**src/wiper_sweep_sequencer_defines.svh**
```systemverilog
// assertion helpers for the wiper sweep sequencer
`ifndef WIPER_SWEEP_SEQUENCER_DEFINES_SVH
`define WIPER_SWEEP_SEQUENCER_DEFINES_SVH

// clocked check, off while reset is asserted
`define WSS_ASSERT(lbl, clk, rst_n, prop, msg) \
  lbl: assert property (@(posedge clk) disable iff (!rst_n) (prop)) else $error(msg);

// clocked check that also holds through reset
`define WSS_ASSERT_ALWAYS(lbl, clk, prop, msg) \
  lbl: assert property (@(posedge clk) (prop)) else $error(msg);

`endif

```
**src/wss_pkg.sv**
```systemverilog
package wss_pkg;

  localparam int unsigned KnobW   = 12;
  localparam int unsigned ModeW   = 2;
  localparam int unsigned TimeW   = 32;
  localparam int unsigned DutyW   = 12;
  localparam int unsigned PhaseW  = 2;
  localparam int unsigned ThreshW = 13;
  localparam int unsigned DurW    = 16;
  localparam int unsigned RegIdxW = 4;
  localparam int unsigned RegDatW = 16;

  localparam logic [ModeW-1:0] MODE_PARKED = 2'd0;
  localparam logic [ModeW-1:0] MODE_PULSE  = 2'd1;
  localparam logic [ModeW-1:0] MODE_SLOW   = 2'd2;
  localparam logic [ModeW-1:0] MODE_FAST   = 2'd3;

  localparam logic [PhaseW-1:0] PH_IDLE = 2'd0;
  localparam logic [PhaseW-1:0] PH_UP   = 2'd1;
  localparam logic [PhaseW-1:0] PH_DOWN = 2'd2;

  localparam logic [DutyW-1:0] DUTY_REST = 12'd800;
  localparam logic [DutyW-1:0] DUTY_FULL = 12'd3300;

  localparam logic [RegIdxW-1:0] REG_CONTROL_SOURCE  = 4'd0;
  localparam logic [RegIdxW-1:0] REG_THRESH_OFF_INT  = 4'd1;
  localparam logic [RegIdxW-1:0] REG_THRESH_INT_LOW  = 4'd2;
  localparam logic [RegIdxW-1:0] REG_THRESH_LOW_HIGH = 4'd3;
  localparam logic [RegIdxW-1:0] REG_DUR_INT         = 4'd4;
  localparam logic [RegIdxW-1:0] REG_DUR_LOW         = 4'd5;
  localparam logic [RegIdxW-1:0] REG_DUR_HIGH        = 4'd6;
  localparam logic [RegIdxW-1:0] REG_INT_PAUSE       = 4'd7;

  localparam logic [ThreshW-1:0] RST_THRESH_OFF_INT  = 13'd500;
  localparam logic [ThreshW-1:0] RST_THRESH_INT_LOW  = 13'd2000;
  localparam logic [ThreshW-1:0] RST_THRESH_LOW_HIGH = 13'd3500;
  localparam logic [DurW-1:0]    RST_DUR_INT         = 16'd500;
  localparam logic [DurW-1:0]    RST_DUR_LOW         = 16'd800;
  localparam logic [DurW-1:0]    RST_DUR_HIGH        = 16'd300;
  localparam logic [DurW-1:0]    RST_INT_PAUSE       = 16'd3000;

  typedef struct packed {
    logic               control_source;
    logic [ThreshW-1:0] thresh_off_int;
    logic [ThreshW-1:0] thresh_int_low;
    logic [ThreshW-1:0] thresh_low_high;
    logic [DurW-1:0]    dur_int;
    logic [DurW-1:0]    dur_low;
    logic [DurW-1:0]    dur_high;
    logic [DurW-1:0]    int_pause;
  } cfg_t;

  typedef struct packed {
    logic [KnobW-1:0] knob_sample;
    logic [ModeW-1:0] pc_mode;
    logic [TimeW-1:0] now_ms;
  } poll_t;

  typedef struct packed {
    logic              duty_write;
    logic [DutyW-1:0]  duty_value;
    logic [ModeW-1:0]  mode_now;
    logic [PhaseW-1:0] phase_now;
  } result_t;

endpackage

```
**src/wss_if.sv**
```systemverilog
interface wss_in_if;
  logic                        valid;
  logic                        ready;
  logic [wss_pkg::KnobW-1:0]   knob_sample;
  logic [wss_pkg::ModeW-1:0]   pc_mode;
  logic [wss_pkg::TimeW-1:0]   now_ms;

  modport source (output valid, knob_sample, pc_mode, now_ms, input ready);
  modport sink (input valid, knob_sample, pc_mode, now_ms, output ready);
endinterface

interface wss_out_if;
  logic                        valid;
  logic                        ready;
  logic                        duty_write;
  logic [wss_pkg::DutyW-1:0]   duty_value;
  logic [wss_pkg::ModeW-1:0]   mode_now;
  logic [wss_pkg::PhaseW-1:0]  phase_now;

  modport source (output valid, duty_write, duty_value, mode_now, phase_now, input ready);
  modport sink (input valid, duty_write, duty_value, mode_now, phase_now, output ready);
endinterface

interface wss_cfg_if;
  logic                          valid;
  logic                          ready;
  logic [wss_pkg::RegIdxW-1:0]   reg_index;
  logic [wss_pkg::RegDatW-1:0]   wdata;

  modport source (output valid, reg_index, wdata, input ready);
  modport sink (input valid, reg_index, wdata, output ready);
endinterface

```
**src/wss_cfg_regs.sv**
```systemverilog
module wss_cfg_regs (
  input  logic                          clk_i,
  input  logic                          rst_ni,
  input  logic                          wr_en_i,
  input  logic [wss_pkg::RegIdxW-1:0]   wr_index_i,
  input  logic [wss_pkg::RegDatW-1:0]   wr_data_i,
  output wss_pkg::cfg_t                 cfg_o
);

  wss_pkg::cfg_t cfg_d, cfg_q;

  always_comb begin
    cfg_d = cfg_q;
    if (wr_en_i) begin
      unique case (wr_index_i)
        wss_pkg::REG_CONTROL_SOURCE:  cfg_d.control_source  = wr_data_i[0];
        wss_pkg::REG_THRESH_OFF_INT:  cfg_d.thresh_off_int  = wr_data_i[wss_pkg::ThreshW-1:0];
        wss_pkg::REG_THRESH_INT_LOW:  cfg_d.thresh_int_low  = wr_data_i[wss_pkg::ThreshW-1:0];
        wss_pkg::REG_THRESH_LOW_HIGH: cfg_d.thresh_low_high = wr_data_i[wss_pkg::ThreshW-1:0];
        wss_pkg::REG_DUR_INT:         cfg_d.dur_int         = wr_data_i;
        wss_pkg::REG_DUR_LOW:         cfg_d.dur_low         = wr_data_i;
        wss_pkg::REG_DUR_HIGH:        cfg_d.dur_high        = wr_data_i;
        wss_pkg::REG_INT_PAUSE:       cfg_d.int_pause       = wr_data_i;
        default: ; // unmapped index, write dropped
      endcase
    end
  end

  always_ff @(posedge clk_i or negedge rst_ni) begin
    if (!rst_ni) begin
      cfg_q.control_source  <= 1'b0;
      cfg_q.thresh_off_int  <= wss_pkg::RST_THRESH_OFF_INT;
      cfg_q.thresh_int_low  <= wss_pkg::RST_THRESH_INT_LOW;
      cfg_q.thresh_low_high <= wss_pkg::RST_THRESH_LOW_HIGH;
      cfg_q.dur_int         <= wss_pkg::RST_DUR_INT;
      cfg_q.dur_low         <= wss_pkg::RST_DUR_LOW;
      cfg_q.dur_high        <= wss_pkg::RST_DUR_HIGH;
      cfg_q.int_pause       <= wss_pkg::RST_INT_PAUSE;
    end else begin
      cfg_q <= cfg_d;
    end
  end

  assign cfg_o = cfg_q;

endmodule

```
**src/wss_mode_sel.sv**
```systemverilog
module wss_mode_sel (
  input  wss_pkg::cfg_t               cfg_i,
  input  logic [wss_pkg::KnobW-1:0]   knob_sample_i,
  input  logic [wss_pkg::ModeW-1:0]   pc_mode_i,
  output logic [wss_pkg::ModeW-1:0]   mode_o
);

  logic [wss_pkg::ThreshW-1:0] knob_ext;

  assign knob_ext = {1'b0, knob_sample_i};

  // thresholds tested in fixed order, whatever their values
  always_comb begin
    if (cfg_i.control_source) begin
      mode_o = pc_mode_i;
    end else if (knob_ext < cfg_i.thresh_off_int) begin
      mode_o = wss_pkg::MODE_PARKED;
    end else if (knob_ext < cfg_i.thresh_int_low) begin
      mode_o = wss_pkg::MODE_PULSE;
    end else if (knob_ext < cfg_i.thresh_low_high) begin
      mode_o = wss_pkg::MODE_SLOW;
    end else begin
      mode_o = wss_pkg::MODE_FAST;
    end
  end

endmodule

```
**src/wss_sweep.sv**
```systemverilog
module wss_sweep (
  input  logic                         clk_i,
  input  logic                         rst_ni,
  input  logic                         step_i,
  input  wss_pkg::cfg_t                cfg_i,
  input  logic [wss_pkg::ModeW-1:0]    mode_i,
  input  logic [wss_pkg::TimeW-1:0]    now_ms_i,
  output wss_pkg::result_t             result_o
);

  logic [wss_pkg::PhaseW-1:0] phase_d, phase_q;
  logic [wss_pkg::TimeW-1:0]  start_d, start_q;
  logic [wss_pkg::DurW-1:0]   dur;
  logic [wss_pkg::DurW:0]     target;
  logic [wss_pkg::TimeW-1:0]  elapsed;

  always_comb begin
    case (mode_i)
      wss_pkg::MODE_PULSE: dur = cfg_i.dur_int;
      wss_pkg::MODE_SLOW:  dur = cfg_i.dur_low;
      default:             dur = cfg_i.dur_high;
    endcase
  end

  // return stroke target, one bit wider so the pause cannot overflow
  assign target  = {1'b0, dur} + ((mode_i == wss_pkg::MODE_PULSE) ? {1'b0, cfg_i.int_pause}
                                                                  : '0);
  // wrapping difference
  assign elapsed = now_ms_i - start_q;

  always_comb begin
    phase_d             = phase_q;
    start_d             = start_q;
    result_o.duty_write = 1'b0;
    result_o.duty_value = '0;
    result_o.mode_now   = mode_i;
    if (mode_i == wss_pkg::MODE_PARKED) begin
      phase_d             = wss_pkg::PH_IDLE;
      result_o.duty_write = 1'b1;
      result_o.duty_value = wss_pkg::DUTY_REST;
    end else begin
      unique case (phase_q)
        wss_pkg::PH_UP: begin
          if (elapsed >= {{(wss_pkg::TimeW-wss_pkg::DurW){1'b0}}, dur}) begin
            phase_d             = wss_pkg::PH_DOWN;
            start_d             = now_ms_i;
            result_o.duty_write = 1'b1;
            result_o.duty_value = wss_pkg::DUTY_REST;
          end
        end
        wss_pkg::PH_DOWN: begin
          if (elapsed >= {{(wss_pkg::TimeW-wss_pkg::DurW-1){1'b0}}, target}) begin
            phase_d = wss_pkg::PH_IDLE;
          end
        end
        default: begin
          phase_d             = wss_pkg::PH_UP;
          start_d             = now_ms_i;
          result_o.duty_write = 1'b1;
          result_o.duty_value = wss_pkg::DUTY_FULL;
        end
      endcase
    end
    result_o.phase_now = phase_d;
  end

  always_ff @(posedge clk_i or negedge rst_ni) begin
    if (!rst_ni) begin
      phase_q <= wss_pkg::PH_IDLE;
      start_q <= '0;
    end else if (step_i) begin
      phase_q <= phase_d;
      start_q <= start_d;
    end
  end

endmodule

```
**src/wiper_sweep_sequencer.sv**
```systemverilog
// path: each poll is registered in the poll register, then in the result register
// throughput: one poll per cycle unless result ready stalls; the sweep state updates
// in the same cycle as the result register loads, so the next poll sees it at once
// reset: asynchronous active low, clears the sweep to idle with start time zero,
// loads register defaults and empties both pipeline registers
`include "wiper_sweep_sequencer_defines.svh"

module wiper_sweep_sequencer (
  input  logic           clk_i,
  input  logic           rst_ni,
  wss_cfg_if.sink        cfg_i,
  wss_in_if.sink         poll_i,
  wss_out_if.source      result_o
);

  wss_pkg::cfg_t              cfg;
  wss_pkg::poll_t             poll_q;
  wss_pkg::result_t           res_d, res_q;
  logic                       poll_valid_q;
  logic                       res_valid_q;
  logic                       advance;
  logic                       poll_fire;
  logic [wss_pkg::ModeW-1:0]  mode;

  assign cfg_i.ready = 1'b1;

  wss_cfg_regs u_cfg_regs (
    .clk_i      (clk_i),
    .rst_ni     (rst_ni),
    .wr_en_i    (cfg_i.valid),
    .wr_index_i (cfg_i.reg_index),
    .wr_data_i  (cfg_i.wdata),
    .cfg_o      (cfg)
  );

  // poll register moves on whenever the result register is free or drains
  assign advance      = poll_valid_q && (!res_valid_q || result_o.ready);
  assign poll_i.ready = !poll_valid_q || advance;
  assign poll_fire    = poll_i.valid && poll_i.ready;

  always_ff @(posedge clk_i or negedge rst_ni) begin
    if (!rst_ni) begin
      poll_valid_q <= 1'b0;
    end else if (poll_i.ready) begin
      poll_valid_q <= poll_i.valid;
    end
  end

  always_ff @(posedge clk_i) begin
    if (poll_fire) begin
      poll_q.knob_sample <= poll_i.knob_sample;
      poll_q.pc_mode     <= poll_i.pc_mode;
      poll_q.now_ms      <= poll_i.now_ms;
    end
  end

  wss_mode_sel u_mode_sel (
    .cfg_i         (cfg),
    .knob_sample_i (poll_q.knob_sample),
    .pc_mode_i     (poll_q.pc_mode),
    .mode_o        (mode)
  );

  wss_sweep u_sweep (
    .clk_i    (clk_i),
    .rst_ni   (rst_ni),
    .step_i   (advance),
    .cfg_i    (cfg),
    .mode_i   (mode),
    .now_ms_i (poll_q.now_ms),
    .result_o (res_d)
  );

  always_ff @(posedge clk_i or negedge rst_ni) begin
    if (!rst_ni) begin
      res_valid_q <= 1'b0;
    end else if (advance) begin
      res_valid_q <= 1'b1;
    end else if (result_o.ready) begin
      res_valid_q <= 1'b0;
    end
  end

  always_ff @(posedge clk_i) begin
    if (advance) begin
      res_q <= res_d;
    end
  end

  assign result_o.valid      = res_valid_q;
  assign result_o.duty_write = res_q.duty_write;
  assign result_o.duty_value = res_q.duty_value;
  assign result_o.mode_now   = res_q.mode_now;
  assign result_o.phase_now  = res_q.phase_now;

  `WSS_ASSERT(a_poll_held, clk_i, rst_ni, poll_fire |=> poll_valid_q, "accepted poll lost")
  `WSS_ASSERT(a_off_rest, clk_i, rst_ni,
      (res_valid_q && res_q.mode_now == wss_pkg::MODE_PARKED) |->
      (res_q.duty_write && res_q.duty_value == wss_pkg::DUTY_REST &&
       res_q.phase_now == wss_pkg::PH_IDLE),
      "off mode result not at rest")
  `WSS_ASSERT(a_no_write_zero, clk_i, rst_ni,
      (res_valid_q && !res_q.duty_write) |-> (res_q.duty_value == '0),
      "duty value without write")
  `WSS_ASSERT(a_up_full, clk_i, rst_ni,
      (res_valid_q && res_q.duty_write && res_q.phase_now == wss_pkg::PH_UP) |->
      (res_q.duty_value == wss_pkg::DUTY_FULL),
      "up stroke without full duty")
  `WSS_ASSERT_ALWAYS(a_reset_empty, clk_i,
      !rst_ni |-> (!res_valid_q && !poll_valid_q),
      "pipeline not empty in reset")

endmodule
```
**src/flat_wrapper.sv**
```systemverilog
// flat-port wrapper written by rule: the top's interface ports become plain ports
module wiper_sweep_sequencer_flat 
  (clk_i, rst_ni, cfg_i_valid, cfg_i_reg_index, cfg_i_wdata, cfg_i_ready, poll_i_valid, poll_i_knob_sample, poll_i_pc_mode, poll_i_now_ms, poll_i_ready, result_o_valid, result_o_duty_write, result_o_duty_value, result_o_mode_now, result_o_phase_now, result_o_ready);
  wss_cfg_if cfg_i_i ();
  wss_in_if poll_i_i ();
  wss_out_if result_o_i ();
  input  logic clk_i;
  input  logic rst_ni;
  input wire logic [$bits(cfg_i_i.valid)-1:0] cfg_i_valid;
  input wire logic [$bits(cfg_i_i.reg_index)-1:0] cfg_i_reg_index;
  input wire logic [$bits(cfg_i_i.wdata)-1:0] cfg_i_wdata;
  output wire logic [$bits(cfg_i_i.ready)-1:0] cfg_i_ready;
  input wire logic [$bits(poll_i_i.valid)-1:0] poll_i_valid;
  input wire logic [$bits(poll_i_i.knob_sample)-1:0] poll_i_knob_sample;
  input wire logic [$bits(poll_i_i.pc_mode)-1:0] poll_i_pc_mode;
  input wire logic [$bits(poll_i_i.now_ms)-1:0] poll_i_now_ms;
  output wire logic [$bits(poll_i_i.ready)-1:0] poll_i_ready;
  output wire logic [$bits(result_o_i.valid)-1:0] result_o_valid;
  output wire logic [$bits(result_o_i.duty_write)-1:0] result_o_duty_write;
  output wire logic [$bits(result_o_i.duty_value)-1:0] result_o_duty_value;
  output wire logic [$bits(result_o_i.mode_now)-1:0] result_o_mode_now;
  output wire logic [$bits(result_o_i.phase_now)-1:0] result_o_phase_now;
  input wire logic [$bits(result_o_i.ready)-1:0] result_o_ready;
  assign cfg_i_i.valid = cfg_i_valid;
  assign cfg_i_i.reg_index = cfg_i_reg_index;
  assign cfg_i_i.wdata = cfg_i_wdata;
  assign cfg_i_ready = cfg_i_i.ready;
  assign poll_i_i.valid = poll_i_valid;
  assign poll_i_i.knob_sample = poll_i_knob_sample;
  assign poll_i_i.pc_mode = poll_i_pc_mode;
  assign poll_i_i.now_ms = poll_i_now_ms;
  assign poll_i_ready = poll_i_i.ready;
  assign result_o_valid = result_o_i.valid;
  assign result_o_duty_write = result_o_i.duty_write;
  assign result_o_duty_value = result_o_i.duty_value;
  assign result_o_mode_now = result_o_i.mode_now;
  assign result_o_phase_now = result_o_i.phase_now;
  assign result_o_i.ready = result_o_ready;
  wiper_sweep_sequencer u_core (.clk_i(clk_i), .rst_ni(rst_ni), .cfg_i(cfg_i_i), .poll_i(poll_i_i), .result_o(result_o_i));
endmodule
```
**config.mk**
```make
export PLATFORM = sky130hd
export DESIGN_NAME = wiper_sweep_sequencer_flat
export DESIGN_NICKNAME = d
export VERILOG_FILES = /design/src/wss_pkg.sv /design/src/wss_if.sv /design/src/wss_cfg_regs.sv /design/src/wss_mode_sel.sv /design/src/wss_sweep.sv /design/src/wiper_sweep_sequencer.sv /design/src/flat_wrapper.sv
export VERILOG_INCLUDE_DIRS = /design/src /design/src/src
export SDC_FILE = /design/constraint.sdc
export NUM_CORES = 1
export LEC_CHECK = 0
export ABC_AREA = 1
export BUFFER_PORTS_ARGS = -buffer_cell sky130_fd_sc_hd__buf_2
export CORE_MARGIN = 2
export CORE_UTILIZATION = 57
export CTS_CLUSTER_DIAMETER = 80
export DETAILED_ROUTE_END_ITERATION = 7
export HOLD_SLACK_MARGIN = 0.12
export PLACE_DENSITY = 0.76
export SKIP_LAST_GASP = 1
export SLEW_MARGIN = 20
export SYNTH_ARGS = -nofsm -noshare
export SYNTH_HDL_FRONTEND = slang
export SYNTH_HIERARCHICAL = 1
export SYNTH_SLANG_ARGS = --single-unit
```
**constraint.sdc**
```tcl
create_clock -name clk_i -period 8.23 [get_ports clk_i]
set_clock_uncertainty 0.05 [all_clocks]
set_input_delay 0 -clock clk_i [delete_from_list [all_inputs] [get_ports clk_i]]
set_output_delay 0 -clock clk_i [all_outputs]
set_load 0.02 [all_outputs]
```
# After elaboration in Yosys (flattened, before gate mapping)
# Index checks and enable logic that the tools add are counted.
# Widths: inputs -> output; s select.
# op_classes
n_mux	16
magnitude_cmp	5
add_sub_neg	2
bitwise	2
reduce_logical	18
eq_ne	12
# op_table
op	n
$pmux 32 s2	1
$lt 12x13->1	3
$ge 32x16->1	1
$ge 32x17->1	1
$mux 32	1
$pmux 16 s2	1
$sub 32x32->32	1
$pmux 13 s2	1
$add 16x16->17	1
$eq 4x3->1 const B	4
$mux 16	1
$reduce_and 2->1	8
$mux 13	1
$mux 2	6
$eq 4x2->1 const B	2
$eq 2x1->1 const B	2
$eq 2x2->1 const B	2
$eq 4x1->1 const B	1
$logic_not 4->1	1
$pmux 2 s2	1
$reduce_and 4->1	1
$mux 1	3
$logic_and 1x1->1	2
$logic_not 1->1	2
other kinds (5)	7
# word_totals
input_bits	71
word_cells	74
ff_bits	203
out_inout_bits	20

# Longest topological paths before layout
# Gate-level depths: netlist of the first run.
# logic_depth
word_depth	12
ltp_mapped	47
ltp_nobuf	46

# Hierarchy
# The synthesis of the first run kept the hierarchy.
# by_module_without_submodules
mod	seq_area_each_um2	cells_each	area_per_inst_um2	n_inst
wss_sweep	850.8	1001	6169.7	1
wss_cfg_regs	2651.3	484	4440.5	1
wiper_sweep_sequencer	1941.9	77	1998.2	1
wss_mode_sel	0.0	176	993.5	1

# Worst setup path after synthesis of the first run
# OpenSTA, ideal clock, no wires.
# synth_path
kind	flip-flop to flip-flop
from	reg u_core.u_cfg_regs.cfg_q, in the netlist u_core/u_cfg_regs/cfg_o[98]
to	reg u_core/u_sweep/phase_q[0] (netlist name)
stages_incl_launch_ff	43
setup_time_ns	0.069
arrival_ns	5.004
required_ns	8.111
synth_period_minus_slack_ns	5.122
path_slack_ns	3.108
n_path_buf	4
path_cell_list	dfstp_2 -> inv_1 -> ha_1 -> nand2_1 -> inv_1 -> nand2_1 -> nand2_1 -> a21oi_1 -> a21oi_2 -> nand2_1 -> nand2_1 -> inv_1 -> ha_1 -> clkbuf_2 -> clkbuf_1 -> clkbuf_1 -> buf_1 -> nand2_1 -> (+7 left out) -> nand2_1 -> nand3_1 -> nand2_1 -> xor2_1 -> ha_1 -> a21oi_1 -> nor2_1 -> a211oi_1 -> nand2_1 -> nand2_1 -> nand2_1 -> nor2_1 -> nand3_1 -> nand2_1 -> nand2_1 -> nand2_1 -> nand2_1 -> nand2_1
# synth_lines
element	line_no	rtl
start: declaration	wss_cfg_regs.sv:10	wss_pkg::cfg_t cfg_d, cfg_q;
start signal: assignment	wss_cfg_regs.sv:40	cfg_q <= cfg_d;
end signal: assignment	wss_sweep.sv:69	phase_q <= wss_pkg::PH_IDLE;
end signal: assignment	wss_sweep.sv:72	phase_q <= phase_d;
end: declaration	wss_sweep.sv:11	logic [wss_pkg::PhaseW-1:0] phase_d, phase_q;

==> key figures, run 1 <==
Status
  – Status: complete, no violations

Drt
  – Final wirelength: ~35000 um
  – Via density: 5.26
  – DRT iter0 DRCs: 765
  – Router iterations before antenna repair: 5
  – Final antenna-violating net count: 0
  – DRC viols: 0
  – DR vias: ~12000
  – Drt wl/cell: 15.6 um

Clock network
  – H-tree depth: 1
  – Max clock buf depth: 3
  – Num CTS Buffers: 23
  – Root Driver: clkbuf_16
  – CTS resizes: 0
  – Clock-pin slew on the worst setup and hold paths: 60 ps
  – CTS tree: yes
  – Clk_lat worst skew: approximately 530 ps
  – Clk sinks: 203

Hold path
  – Hold WC Path Type: in2reg

Critical path
  – Crit-path max FO: 27
  – Slowest CP cell: ha_1
  – CP Capture Type: flip-flop
  – Worst EP arrival: about 6600 ps
  – Crit path required time: 8640 ps
  – Worst setup SP type: flip-flop
  – Critical path's most frequent cell: nand2_1
  – Crit path largest cell delay: 740 ps
  – Worst Path Class, Setup: reg2reg

STA
  – Final hold violations: 0
  – Setup violations, final: 0
  – Tcrit/Tclk final: 0.751
  – Unrepaired setup endpoints after global routing: false
  – Slew Limit Fails: 0
  – Fmax: 0.162 GHz
  – Relative slew slack: 0.374
  – Slew @ Worst Pin: 940 ps
  – Final min period: 6180 ps
  – Final TNS setup: 0 ps

Layout
  – # diodes: 0
  – Synth-to-Final Area Change: 16.0%
  – Nets@finish: 2080
  – Finished Core Util: 0.672
  – Fraction of layout cells with a size suffix above 1: 0.154
  – Post-route cell area: 15800 um2

Floorplanning
  – IO Pins: between 90 and 100
  – Die width: between 150 and 200 um
  – Site Rows: between 50 and 60
  – Starting Density: 0.579
  – Die area: between 20000 and 30000 um2
  – Die Span Y: 158 um
  – Core ar.: 23500 um2

GRT
  – Number of global-route vias before repair: 11575
  – First-pass GRT wire length: 55600 um
  – Most Crowded Layer GR: met2
  – Initial antenna violation count: 0
  – Grt met3 use: 0.0318
  – Largest net degree at the start of global routing: 70
  – Met2 Use GR: 0.491
  – Gr usage total: 0.278
  – Met1 Resource Use GR: 0.345
  – Global route total overflow: 0

Synthesis
  – Post-synth EDFFs: 63
  – Asr flop ratio synth: 0.690
  – Primary FF master, synth: dfrtp_1
  – YS warnings: 6
  – Yosys reg bits: 203
  – Register area share after synthesis: 0.400
  – Synthesized area: around 14000 um2
  – Cell count after synthesis: 1738
  – Post-Syn Area per Cell: 7.83 um2
  – Synth cell types: 52

Place
  – HPWL after DPL: 23800 um
  – Area after DPL: between 10000 and 15000 um2
  – IO buf count: 89
  – Routability congestion estimate: around 0.92

Pwr
  – Total power density per cell area: 326 nW/um2
  – Leak: 8.22 nW
  – Peak supply drop: 0.000226 V

Job
  – Max cap viols: 0
## cells in the mapped netlist, types with 9 or more instances
cell type	n	area, um2
buf_4	18	135
a21oi_2	30	263
buf_2	13	65.1
nand4_1	40	250
edfxtp_1	63	1890
nor2_2	35	219
a21oi_1	62	310
nand3_1	67	335
xor2_1	19	166
nand3_2	9	90.1
nor2_1	64	240
dfstp_2	39	1020
o21ai_0	21	105
nand2_1	627	2350
buf_6	9	101
o21bai_1	24	180
dfrtp_1	101	2530
nand2_2	14	87.6
inv_1	255	957
ha_1	115	1440
nor3_1	13	65.1
inv_2	19	71.3
## flip-flops by register name, indices dropped and copies added, names as in the netlist
register	count
u_core/poll_valid_q	1
u_core/poll_q	46
u_core/u_cfg_regs/cfg_o	104
u_core/result_o.valid	1
u_core/u_sweep/start_q	32
u_core/result_o.phase_now	2
u_core/u_sweep/phase_q	2
u_core/result_o.mode_now	2
u_core/result_o.duty_value	12
u_core/result_o.duty_write	1
## area by class of cell
type	count	area (um2)
Fill cell	1942	7700
Multi-Input combinational cell	1208	6720
Sequential cell	203	5440
Timing Repair Buffer	180	1370
Inverter	277	1040
Clock buffer	31	646
Tap cell	319	399
Clock inverter	11	146
## worst max-delay path, delay by kind of cell, from the launching register on
family	cells	cell delay (ps)
XOR/XNOR	1	140
buffers and inverters	4	500
AND/OR/NAND/NOR	26	2310
adder cells (fa/ha/maj)	4	1660
flip-flops	1	530
AO/OA/AOI/OAI	5	910
## layer usage
metal,share of wire,wire [um]
met4,0.047,1620
met3,0.050,1730
met2,0.48,16800
met5,0,0
met1,0.42,14500
## cells by family (layout without fill, tap and decap cells)
family	Yosys count	count (layout)	share of synthesized area
DFF	203	203	0.400
and+or+nand+nor	895	895	0.288
other	2	5	0.000552
buffers and inverters	330	499	0.107
AOI/OAI and AO/OA	165	165	0.0796
xor gates and xnor gates	27	27	0.0174
adders and majority gates	116	116	0.107
## through the flow
step | setup slack [ps] | power [mW] | hold WS [ps] | std cells
after global placement | 2310 | 3.93 | 25.8 | 2100
after global routing | 1400 | 5.61 | 125 | 2229
after detailed placement | 2130 | 4.02 | 32.6 | 2100
after CTS | 2080 | 5.15 | 121 | 2229
final | 2050 | 5.15 | 133 | 2229
after floorplan | 3110 | 3.43 | -346 | 1741
## where the power goes
group	leakage (nW)	switching, mW	internal (mW)
logic	5.60	1.70	0.971
registers	2.23	0.104	1.31
clock network	0.392	0.423	0.647
total	8.22	2.22	2.92
## path summary, 6_finish.rpt
check,from,to,slack (ps),depth (start not counted)
hold reg to reg,u_core/u_cfg_regs/cfg_o[86],u_core/u_cfg_regs/cfg_o[86],410,2
setup / recovery,u_core/u_cfg_regs/cfg_o[94],u_core/u_sweep/phase_q[0],2050,40
setup reg to reg,u_core/u_cfg_regs/cfg_o[94],u_core/u_sweep/phase_q[0],2050,40
hold / removal,poll_i_now_ms[10],u_core/poll_q[10],130,2
max in group asynchronous,rst_ni,u_core/u_cfg_regs/cfg_o[27],6590,4
min in group asynchronous,rst_ni,u_core/u_cfg_regs/cfg_o[74],640,3
## layout by cell type, fill, tap and decap left out, drive strengths merged
cell type    Yosys  final
a31oi            3      3
and2             1      1
inv            274    274
o21ai           24     24
bufinv           0      3
a21o             1      1
fa               1      1
nand2          642    642
o21bai          24     24
edfxtp          63     63
dlygate4sd3      0     86
buf             45     94
xnor2            8      8
a21boi           2      2
a211oi           3      3
or2              3      3
nor4             2      2
o211ai           2      2
and3             1      1
nand4           40     40
dfstp           39     39
conb             2      5
o2111ai          1      1
nand3           78     78
a221o            6      6
xor2            19     19
a22o             7      7
nor2           107    107
ha             115    115
nor3            16     16
nand3b           5      5
a21oi           92     92
clkinv           3     11
clkbuf           8     31
dfrtp          101    101
## timing repair
| action | 4_1_cts | 5_1_grt |
|---|---|---|
| buffers inserted | 0 | 0 |
| hold endpoints to repair | 242 | 0 |
| hold buffers | 87 | 0 |
Power figures use the tool's default switching activity.
==> run 2, diff against run 1 <==
--- a/config.mk
+++ b/config.mk
@@ -6,14 +6,14 @@
 export SDC_FILE = /design/constraint.sdc
 export NUM_CORES = 1
 export LEC_CHECK = 0
-export ABC_AREA = 1
+export ABC_AREA = 0
 export BUFFER_PORTS_ARGS = -buffer_cell sky130_fd_sc_hd__buf_2
 export CORE_MARGIN = 2
-export CORE_UTILIZATION = 57
+export CORE_UTILIZATION = 56
 export CTS_CLUSTER_DIAMETER = 80
 export DETAILED_ROUTE_END_ITERATION = 7
 export HOLD_SLACK_MARGIN = 0.12
-export PLACE_DENSITY = 0.76
+export PLACE_DENSITY = 0.78
 export SKIP_LAST_GASP = 1
 export SLEW_MARGIN = 20
 export SYNTH_ARGS = -nofsm -noshare
==> constraint.sdc (replaced) <==
create_clock -name clk_i -period 5.15 [get_ports clk_i]
set_clock_uncertainty 0.05 [all_clocks]
set_input_delay 0 -clock clk_i [delete_from_list [all_inputs] [get_ports clk_i]]
set_output_delay 0 -clock clk_i [all_outputs]
set_load 0.02 [all_outputs]
==> run 2 against run 1 <==
The flow now finishes with violations (setup timing). Critical path depth decreased by 12. Sequential share of layout area is 0.20 points lower. Design area increased by 0.59%. Critical endpoint is now u_core/result_o.phase_now[1].
==> key figures, run 2 <==
Status
  – Status: complete, but fails checks
  – Failing checks: setup timing

Drt
  – Drt wl/cell: 18.6 um
  – Via density: approximately 5.7
  – Router iterations before antenna repair: 4
  – DRT iter0 DRCs: 650
  – Final wirelength: 30500 um
  – Final antenna-violating net count: 0
  – DR vias: approximately 9400
  – DRC viols: 0

Clock network
  – Clock-pin slew on the worst setup and hold paths: 70 ps
  – Root Driver: clkbuf_16
  – Clk_lat worst skew: 540 ps
  – CTS tree: yes
  – Num CTS Buffers: 23
  – H-tree depth: 1
  – Clk sinks: between 200 and 250
  – Max clock buf depth: 3

GRT
  – Number of global-route vias before repair: 9761
  – Largest net degree at the start of global routing: 63
  – Global route total overflow: 0
  – First-pass GRT wire length: 48300 um
  – Initial antenna violation count: 0
  – Gr usage total: 0.251

Synthesis
  – Yosys reg bits: 203
  – Largest family of logic cells by synthesized area: multiplexers
  – Primary FF master, synth: dfrtp_1
  – YS warnings: 6
  – Leading area contributor after synthesis: dfrtp_1
  – Simple-gate share of the synthesized area: 0.0963
  – Asr flop ratio synth: 0.690
  – Post-synth EDFFs: 63
  – Post-Syn Area per Cell: 11.5 um2
  – Synth cell types: 87
  – Post-synthesis xor/xnor area fraction: 0.0253
  – Most frequent cell after synthesis: ha_1
  – Synthesized area: 12400 um2
  – Compound-gate portion of the synthesized area: 0.133
  – Cell count after synthesis: 1085
  – Post-synth top cells: ha_1, dfrtp_1, inv_1, mux2_2, a21oi_1
  – Mux contribution to synthesized area: 0.138
  – Synth top area cells: dfrtp_1, edfxtp_1, ha_1
  – Post-Synth Adder-Cell Area: 0.119
  – Top cell type's share of synthesized area: 0.203
  – Register area share after synthesis: 0.437

STA
  – Final worst slack: -1180 ps
  – Tcrit/Tclk final: 1.23
  – Slew Limit Fails: 0
  – Final TNS setup: -27410 ps
  – Relative slew slack: 0.347
  – Fmax: 0.158 GHz
  – Unrepaired setup endpoints after global routing: true
  – Final min period: 6330 ps
  – Setup violations, final: 40
  – Final hold violations: 0
  – Slew @ Worst Pin: 978 ps

Layout
  – # diodes: 0
  – Fillcell total: between 1000 and 1500
  – Synth-to-Final Area Change: 27.5%
  – Commonest non-fill, non-tap cells in the layout: dfrtp_1, ha_1, dlygate4sd3_1
  – Post-route cell area: between 15000 and 20000 um2
  – Nets@finish: about 1500
  – Finished Core Util: 0.727
  – Post-Layout Cell Count: 1642
  – Fraction of layout cells with a size suffix above 1: 0.354
  – Max reg flops: 104

Pwr
  – Total power density per cell area: just under 600 nW/um2
  – Peak supply drop: approximately 0.00037 V
  – Leak: 7.15 nW
  – Final Power: 9.19 mW

Hold path
  – Hold depth: 2
  – Hold WC Path Type: in2reg

Place
  – HPWL after DPL: roughly 19000 um
  – Placed cell count: 1483
  – Routability congestion estimate: 0.901
  – IO buf count: 89
  – Area after DPL: 13500 um2

Critical path
  – FF-to-FF path depth: 28
  – Slowest CP cell: edfxtp_1
  – Crit path largest cell delay: 480 ps
  – Critical path's most frequent cell: a21oi_2
  – CP Capture Type: flip-flop
  – Crit path required time: 5460 ps
  – Worst setup SP type: flip-flop
  – Worst Path Class, Setup: reg2reg
  – Worst EP arrival: between 6000 and 7000 ps
  – Crit-path max FO: 7

Floorplanning
  – Die width: 153 um
  – IO Pins: 91
  – Die area: approximately 23000 um2
  – Site Rows: 54
  – Starting Density: 0.570
  – Die Span Y: about 150 um
  – Core ar.: 21800 um2

Job
  – Max cap viols: 0
[run 2: cell types whose count changed after synthesis, moves of 20 or more]
cell      change
a21o_1       +43
a21oi_2      -26
and2_1       +21
inv_1       -155
mux2_2       +95
mux2_4       +40
nand2_1     -586
nand3_1      -57
nand4_1      -30
nor2_2       -33
o21bai_1     -20
[run 2: report_power, final]
group	internal [mW]	total (mW)	switching, mW	leakage (nW)
registers	2.12	2.35	0.236	2.23
clock network	1.02	1.71	0.690	0.388
logic	2.52	5.12	2.60	4.53
[run 2: repair_timing]
item                                   4_1_cts  5_1_grt
setup endpoints to repair                   40       40
gates resized for setup                     41       36
hold buffers                               100        0
pin swaps                                   17       14
buffers inserted                             7        9
endpoints found under the hold margin      259        0
[run 2: through the flow]
step                      hold WS, ps  setup WS, ps
after floorplan                  -346          -655
after global placement           39.7          -910
after detailed placement         46.1         -1050
after CTS                         120          -754
after global routing              127         -1490
final                             131         -1180
[run 2: final timing paths]
check                                            start                            to  slack [ps]
setup / recovery                     u_core/poll_q[39]  u_core/result_o.phase_now[1]       -1180
hold / removal                        poll_i_now_ms[8]              u_core/poll_q[8]         130
setup reg to reg                     u_core/poll_q[39]  u_core/result_o.phase_now[1]       -1180
hold reg to reg            u_core/u_cfg_regs/cfg_o[60]   u_core/u_cfg_regs/cfg_o[60]         440
max in group asynchronous                       rst_ni    u_core/u_cfg_regs/cfg_o[6]        3590
min in group asynchronous                       rst_ni   u_core/u_cfg_regs/cfg_o[18]         650
[run 2: area by class of cell]
| class | instances | area [um2] | area share |
|---|---|---|---|
| Clock inverter | 9 | 119 | 0.00749 |
| Inverter | 100 | 378 | 0.0238 |
| Clock buffer | 33 | 678 | 0.0427 |
| Multi-Input combinational cell | 751 | 6820 | 0.430 |
| Timing Repair Buffer | 266 | 2080 | 0.131 |
| Tap cell | 280 | 350 | 0.0221 |
| Sequential cell | 203 | 5440 | 0.343 |
[run 2: kinds of logic after synthesis]
| kind of cell | Yosys count |
|---|---|
| muxes | 139 |
| DFF | 203 |
| other | 2 |
| xor gates and xnor gates | 36 |
| and+or+nand+nor | 213 |
| AOI/OAI and AO/OA | 240 |
| adders and majority gates | 118 |
| buffers and inverters | 134 |
[run 2: layer usage]
metal  global-route usage  share of wire  up-vias
met2                0.440           0.49      280
met3               0.0343          0.044       85
li1                     -              -     4441
met4               0.0904          0.040        0
met1                0.319           0.42     4560
met5                    0              0        -
[run 2: critical path: cells and delay by family, from the launching register on]
family / cells / cell delay, ps
compound gates: 16 / 3030
fa+ha+maj: 4 / 1000
simple gates: 8 / 1570
flops: 1 / 480
==> run 3, diff against run 2 <==
--- a/config.mk
+++ b/config.mk
@@ -6,7 +6,7 @@
 export SDC_FILE = /design/constraint.sdc
 export NUM_CORES = 1
 export LEC_CHECK = 0
-export ABC_AREA = 0
+export ABC_AREA = 1
 export BUFFER_PORTS_ARGS = -buffer_cell sky130_fd_sc_hd__buf_2
 export CORE_MARGIN = 2
 export CORE_UTILIZATION = 56
==> run 3 against run 2 <==
The flow still finishes with violations (setup timing). Sequential share of layout area down 2.1 points. Combinational power rose by 1%. Fmax grew 19%. Wire length rose by 25%. Die area increased by 9.0%. Worst hold slack better by 1.8 ps. First-iteration DRC count rose by 65%. Register-to-register slack improved by 1000 ps. Clock-buffer cell count fell by 3. Critical path depth is 10 higher. Core utilization decreased by 2.6 points. Final cell count up 41%. Critical endpoint is now u_core/u_sweep/phase_q[0]. Largest power group unchanged.
==> key figures, run 3 (synthesis results as in run 1) <==
Status
  – Status: complete, but fails checks
  – Failing checks: setup timing

Pwr
  – Total power density per cell area: 537 nW/um2
  – Final Power: just over 9 mW
  – Peak supply drop: ~0.00032 V
  – Leak: a little under 9 nW

Clock network
  – Clock-pin slew on the worst setup and hold paths: 60 ps
  – Root Driver: clkbuf_16
  – Clk_lat worst skew: 550 ps
  – CTS tree: yes
  – Num CTS Buffers: 24
  – Max clock buf depth: 3
  – H-tree depth: 1
  – Clk sinks: between 200 and 250

Critical path
  – Worst EP arrival: between 5000 and 6000 ps
  – Crit-path max FO: 6
  – Critical path's most frequent cell: nand2_1
  – Worst Path Class, Setup: reg2reg
  – Reg2reg end: u_core/u_sweep/phase_q[0]
  – Slowest CP cell: edfxtp_1
  – Reg2Reg Setup Slack: -150 ps
  – Crit path required time: 5570 ps
  – Worst R2R Start: u_core/poll_q[45]
  – Crit path largest cell delay: roughly 470 ps
  – Worst setup SP type: flip-flop
  – FF-to-FF path depth: 38
  – CP Capture Type: flip-flop

Floorplanning
  – Starting Density: 0.564
  – Die Span Y: between 150 and 200 um
  – IO Pins: 91
  – Die width: about 160 um
  – Core ar.: 24100 um2
  – Site Rows: 57
  – Die area: 25600 um2

Layout
  – Fillcell total: 1822
  – Max reg flops: 104
  – Fraction of layout cells with a size suffix above 1: 0.227
  – Area of the multi-input gates: just over 7000 um2
  – # diodes: 0
  – Synth-to-Final Area Change: 24.2%
  – Commonest non-fill, non-tap cells in the layout: nand2_1, inv_1, dfrtp_1
  – Finished Core Util: 0.701
  – Most common cell after layout, fill and taps aside: nand2_1
  – FF/Latch Area: 5440 um2
  – Nets@finish: 2159
  – Post-route cell area: 16900 um2

STA
  – Slew Limit Fails: 0
  – Slew @ Worst Pin: 1100 ps
  – Final hold violations: 0
  – Unrepaired setup endpoints after global routing: true
  – Tcrit/Tclk final: 1.03
  – Final min period: ~5300 ps
  – Relative slew slack: 0.264
  – Setup violations, final: 4
  – Final worst slack: -151 ps
  – Fmax: 0.189 GHz

GRT
  – Global route total overflow: 0
  – First-pass GRT wire length: 59600 um
  – Gr usage total: 0.286
  – Largest net degree at the start of global routing: just under 50
  – Initial antenna violation count: 0
  – Number of global-route vias before repair: 12233

Job
  – Max cap viols: 0

Place
  – Routability congestion estimate: roughly 0.97
  – HPWL after DPL: 24700 um
  – IO buf count: 89
  – Area after DPL: around 15000 um2

Hold path
  – Hold WC Path Type: in2reg
  – Hold depth: 2
  – Worst-case hold path end point: u_core/poll_q[43]
  – Worst min-delay path startpoint: poll_i_knob_sample[9]

Drt
  – Via density: 5.37
  – Router iterations before antenna repair: 7
  – Final antenna-violating net count: 0
  – Drt wl/cell: 16.5 um
  – DRT iter0 DRCs: 1071
  – DR vias: about 12000
  – Final wirelength: 38200 um
  – DRC viols: 0
## run 3: area by class of cell
cell class                      count  area share
Clock buffer                       30      0.0387
Clock inverter                     14     0.00659
Inverter                          277      0.0619
Multi-Input combinational cell   1208       0.425
Sequential cell                   203       0.322
Tap cell                          324      0.0240
Timing Repair Buffer              258       0.122
## run 3: repair_timing
item | in CTS | in global routing
resized for setup | 33 | 79
setup endpoints to repair | 4 | 27
cloned | 0 | 2
buffers inserted | 3 | 6
hold buffers | 100 | 0
endpoints found under the hold margin | 277 | 0
pin swaps | 15 | 47
## run 3: how the worst max path moves through the flow
| stage | startpoint | endpoint | slack [ps] | cells after the start |
|---|---|---|---|---|
| 6_report | u_core/poll_q[45] | u_core/u_sweep/phase_q[0] | -150 | 38 |
| 5_1_grt | u_core/poll_q[45] | u_core/u_sweep/phase_q[0] | -530 | 38 |
| 4_1_cts | u_core/u_cfg_regs/cfg_o[67] | u_core/u_sweep/phase_q[0] | -30 | 45 |
| 3_5_place_dp | u_core/u_cfg_regs/cfg_o[94] | u_core/u_sweep/phase_q[0] | -300 | 39 |
| 3_3_place_gp | u_core/u_cfg_regs/cfg_o[81] | u_core/u_sweep/phase_q[0] | -150 | 42 |
| 2_1_floorplan | u_core/u_cfg_regs/cfg_o[98] | u_core/u_sweep/phase_q[0] | 30 | 42 |
## run 3: worst max-delay path: cells and delay by family (launching register included)
kind	cells	cell delay [ps]
xor+xnor	1	120
compound gates	4	640
simple gates	24	2070
flops	1	470
fa+ha+maj	4	1310
buf+inv	5	540
## run 3: power breakdown
group	switching (mW)	leakage (nW)	internal, mW
clock	0.714	0.381	0.913
sequential	0.181	2.23	2.09
combinational	3.10	6.04	2.08
total	3.99	8.64	5.09
## run 3: routing by layer
metal | up-vias | GRT usage | share of wire
li1 | 5977 | - | -
met1 | 5842 | 0.354 | 0.41
met2 | 496 | 0.502 | 0.49
met3 | 117 | 0.0330 | 0.056
met4 | 0 | 0.131 | 0.044
met5 | - | 0 | 0
## run 3: stage by stage
step,TNS (ps),cells,hold slack [ps],setup WS [ps]
after CTS,-30.0,2306,122,-30.0
final,-493,2314,133,-151
after global placement,-418,2159,-87.8,-153
after detailed placement,-1040,2159,-81.5,-303
after global routing,-3210,2314,127,-532
after floorplan,0,1741,-346,27.6
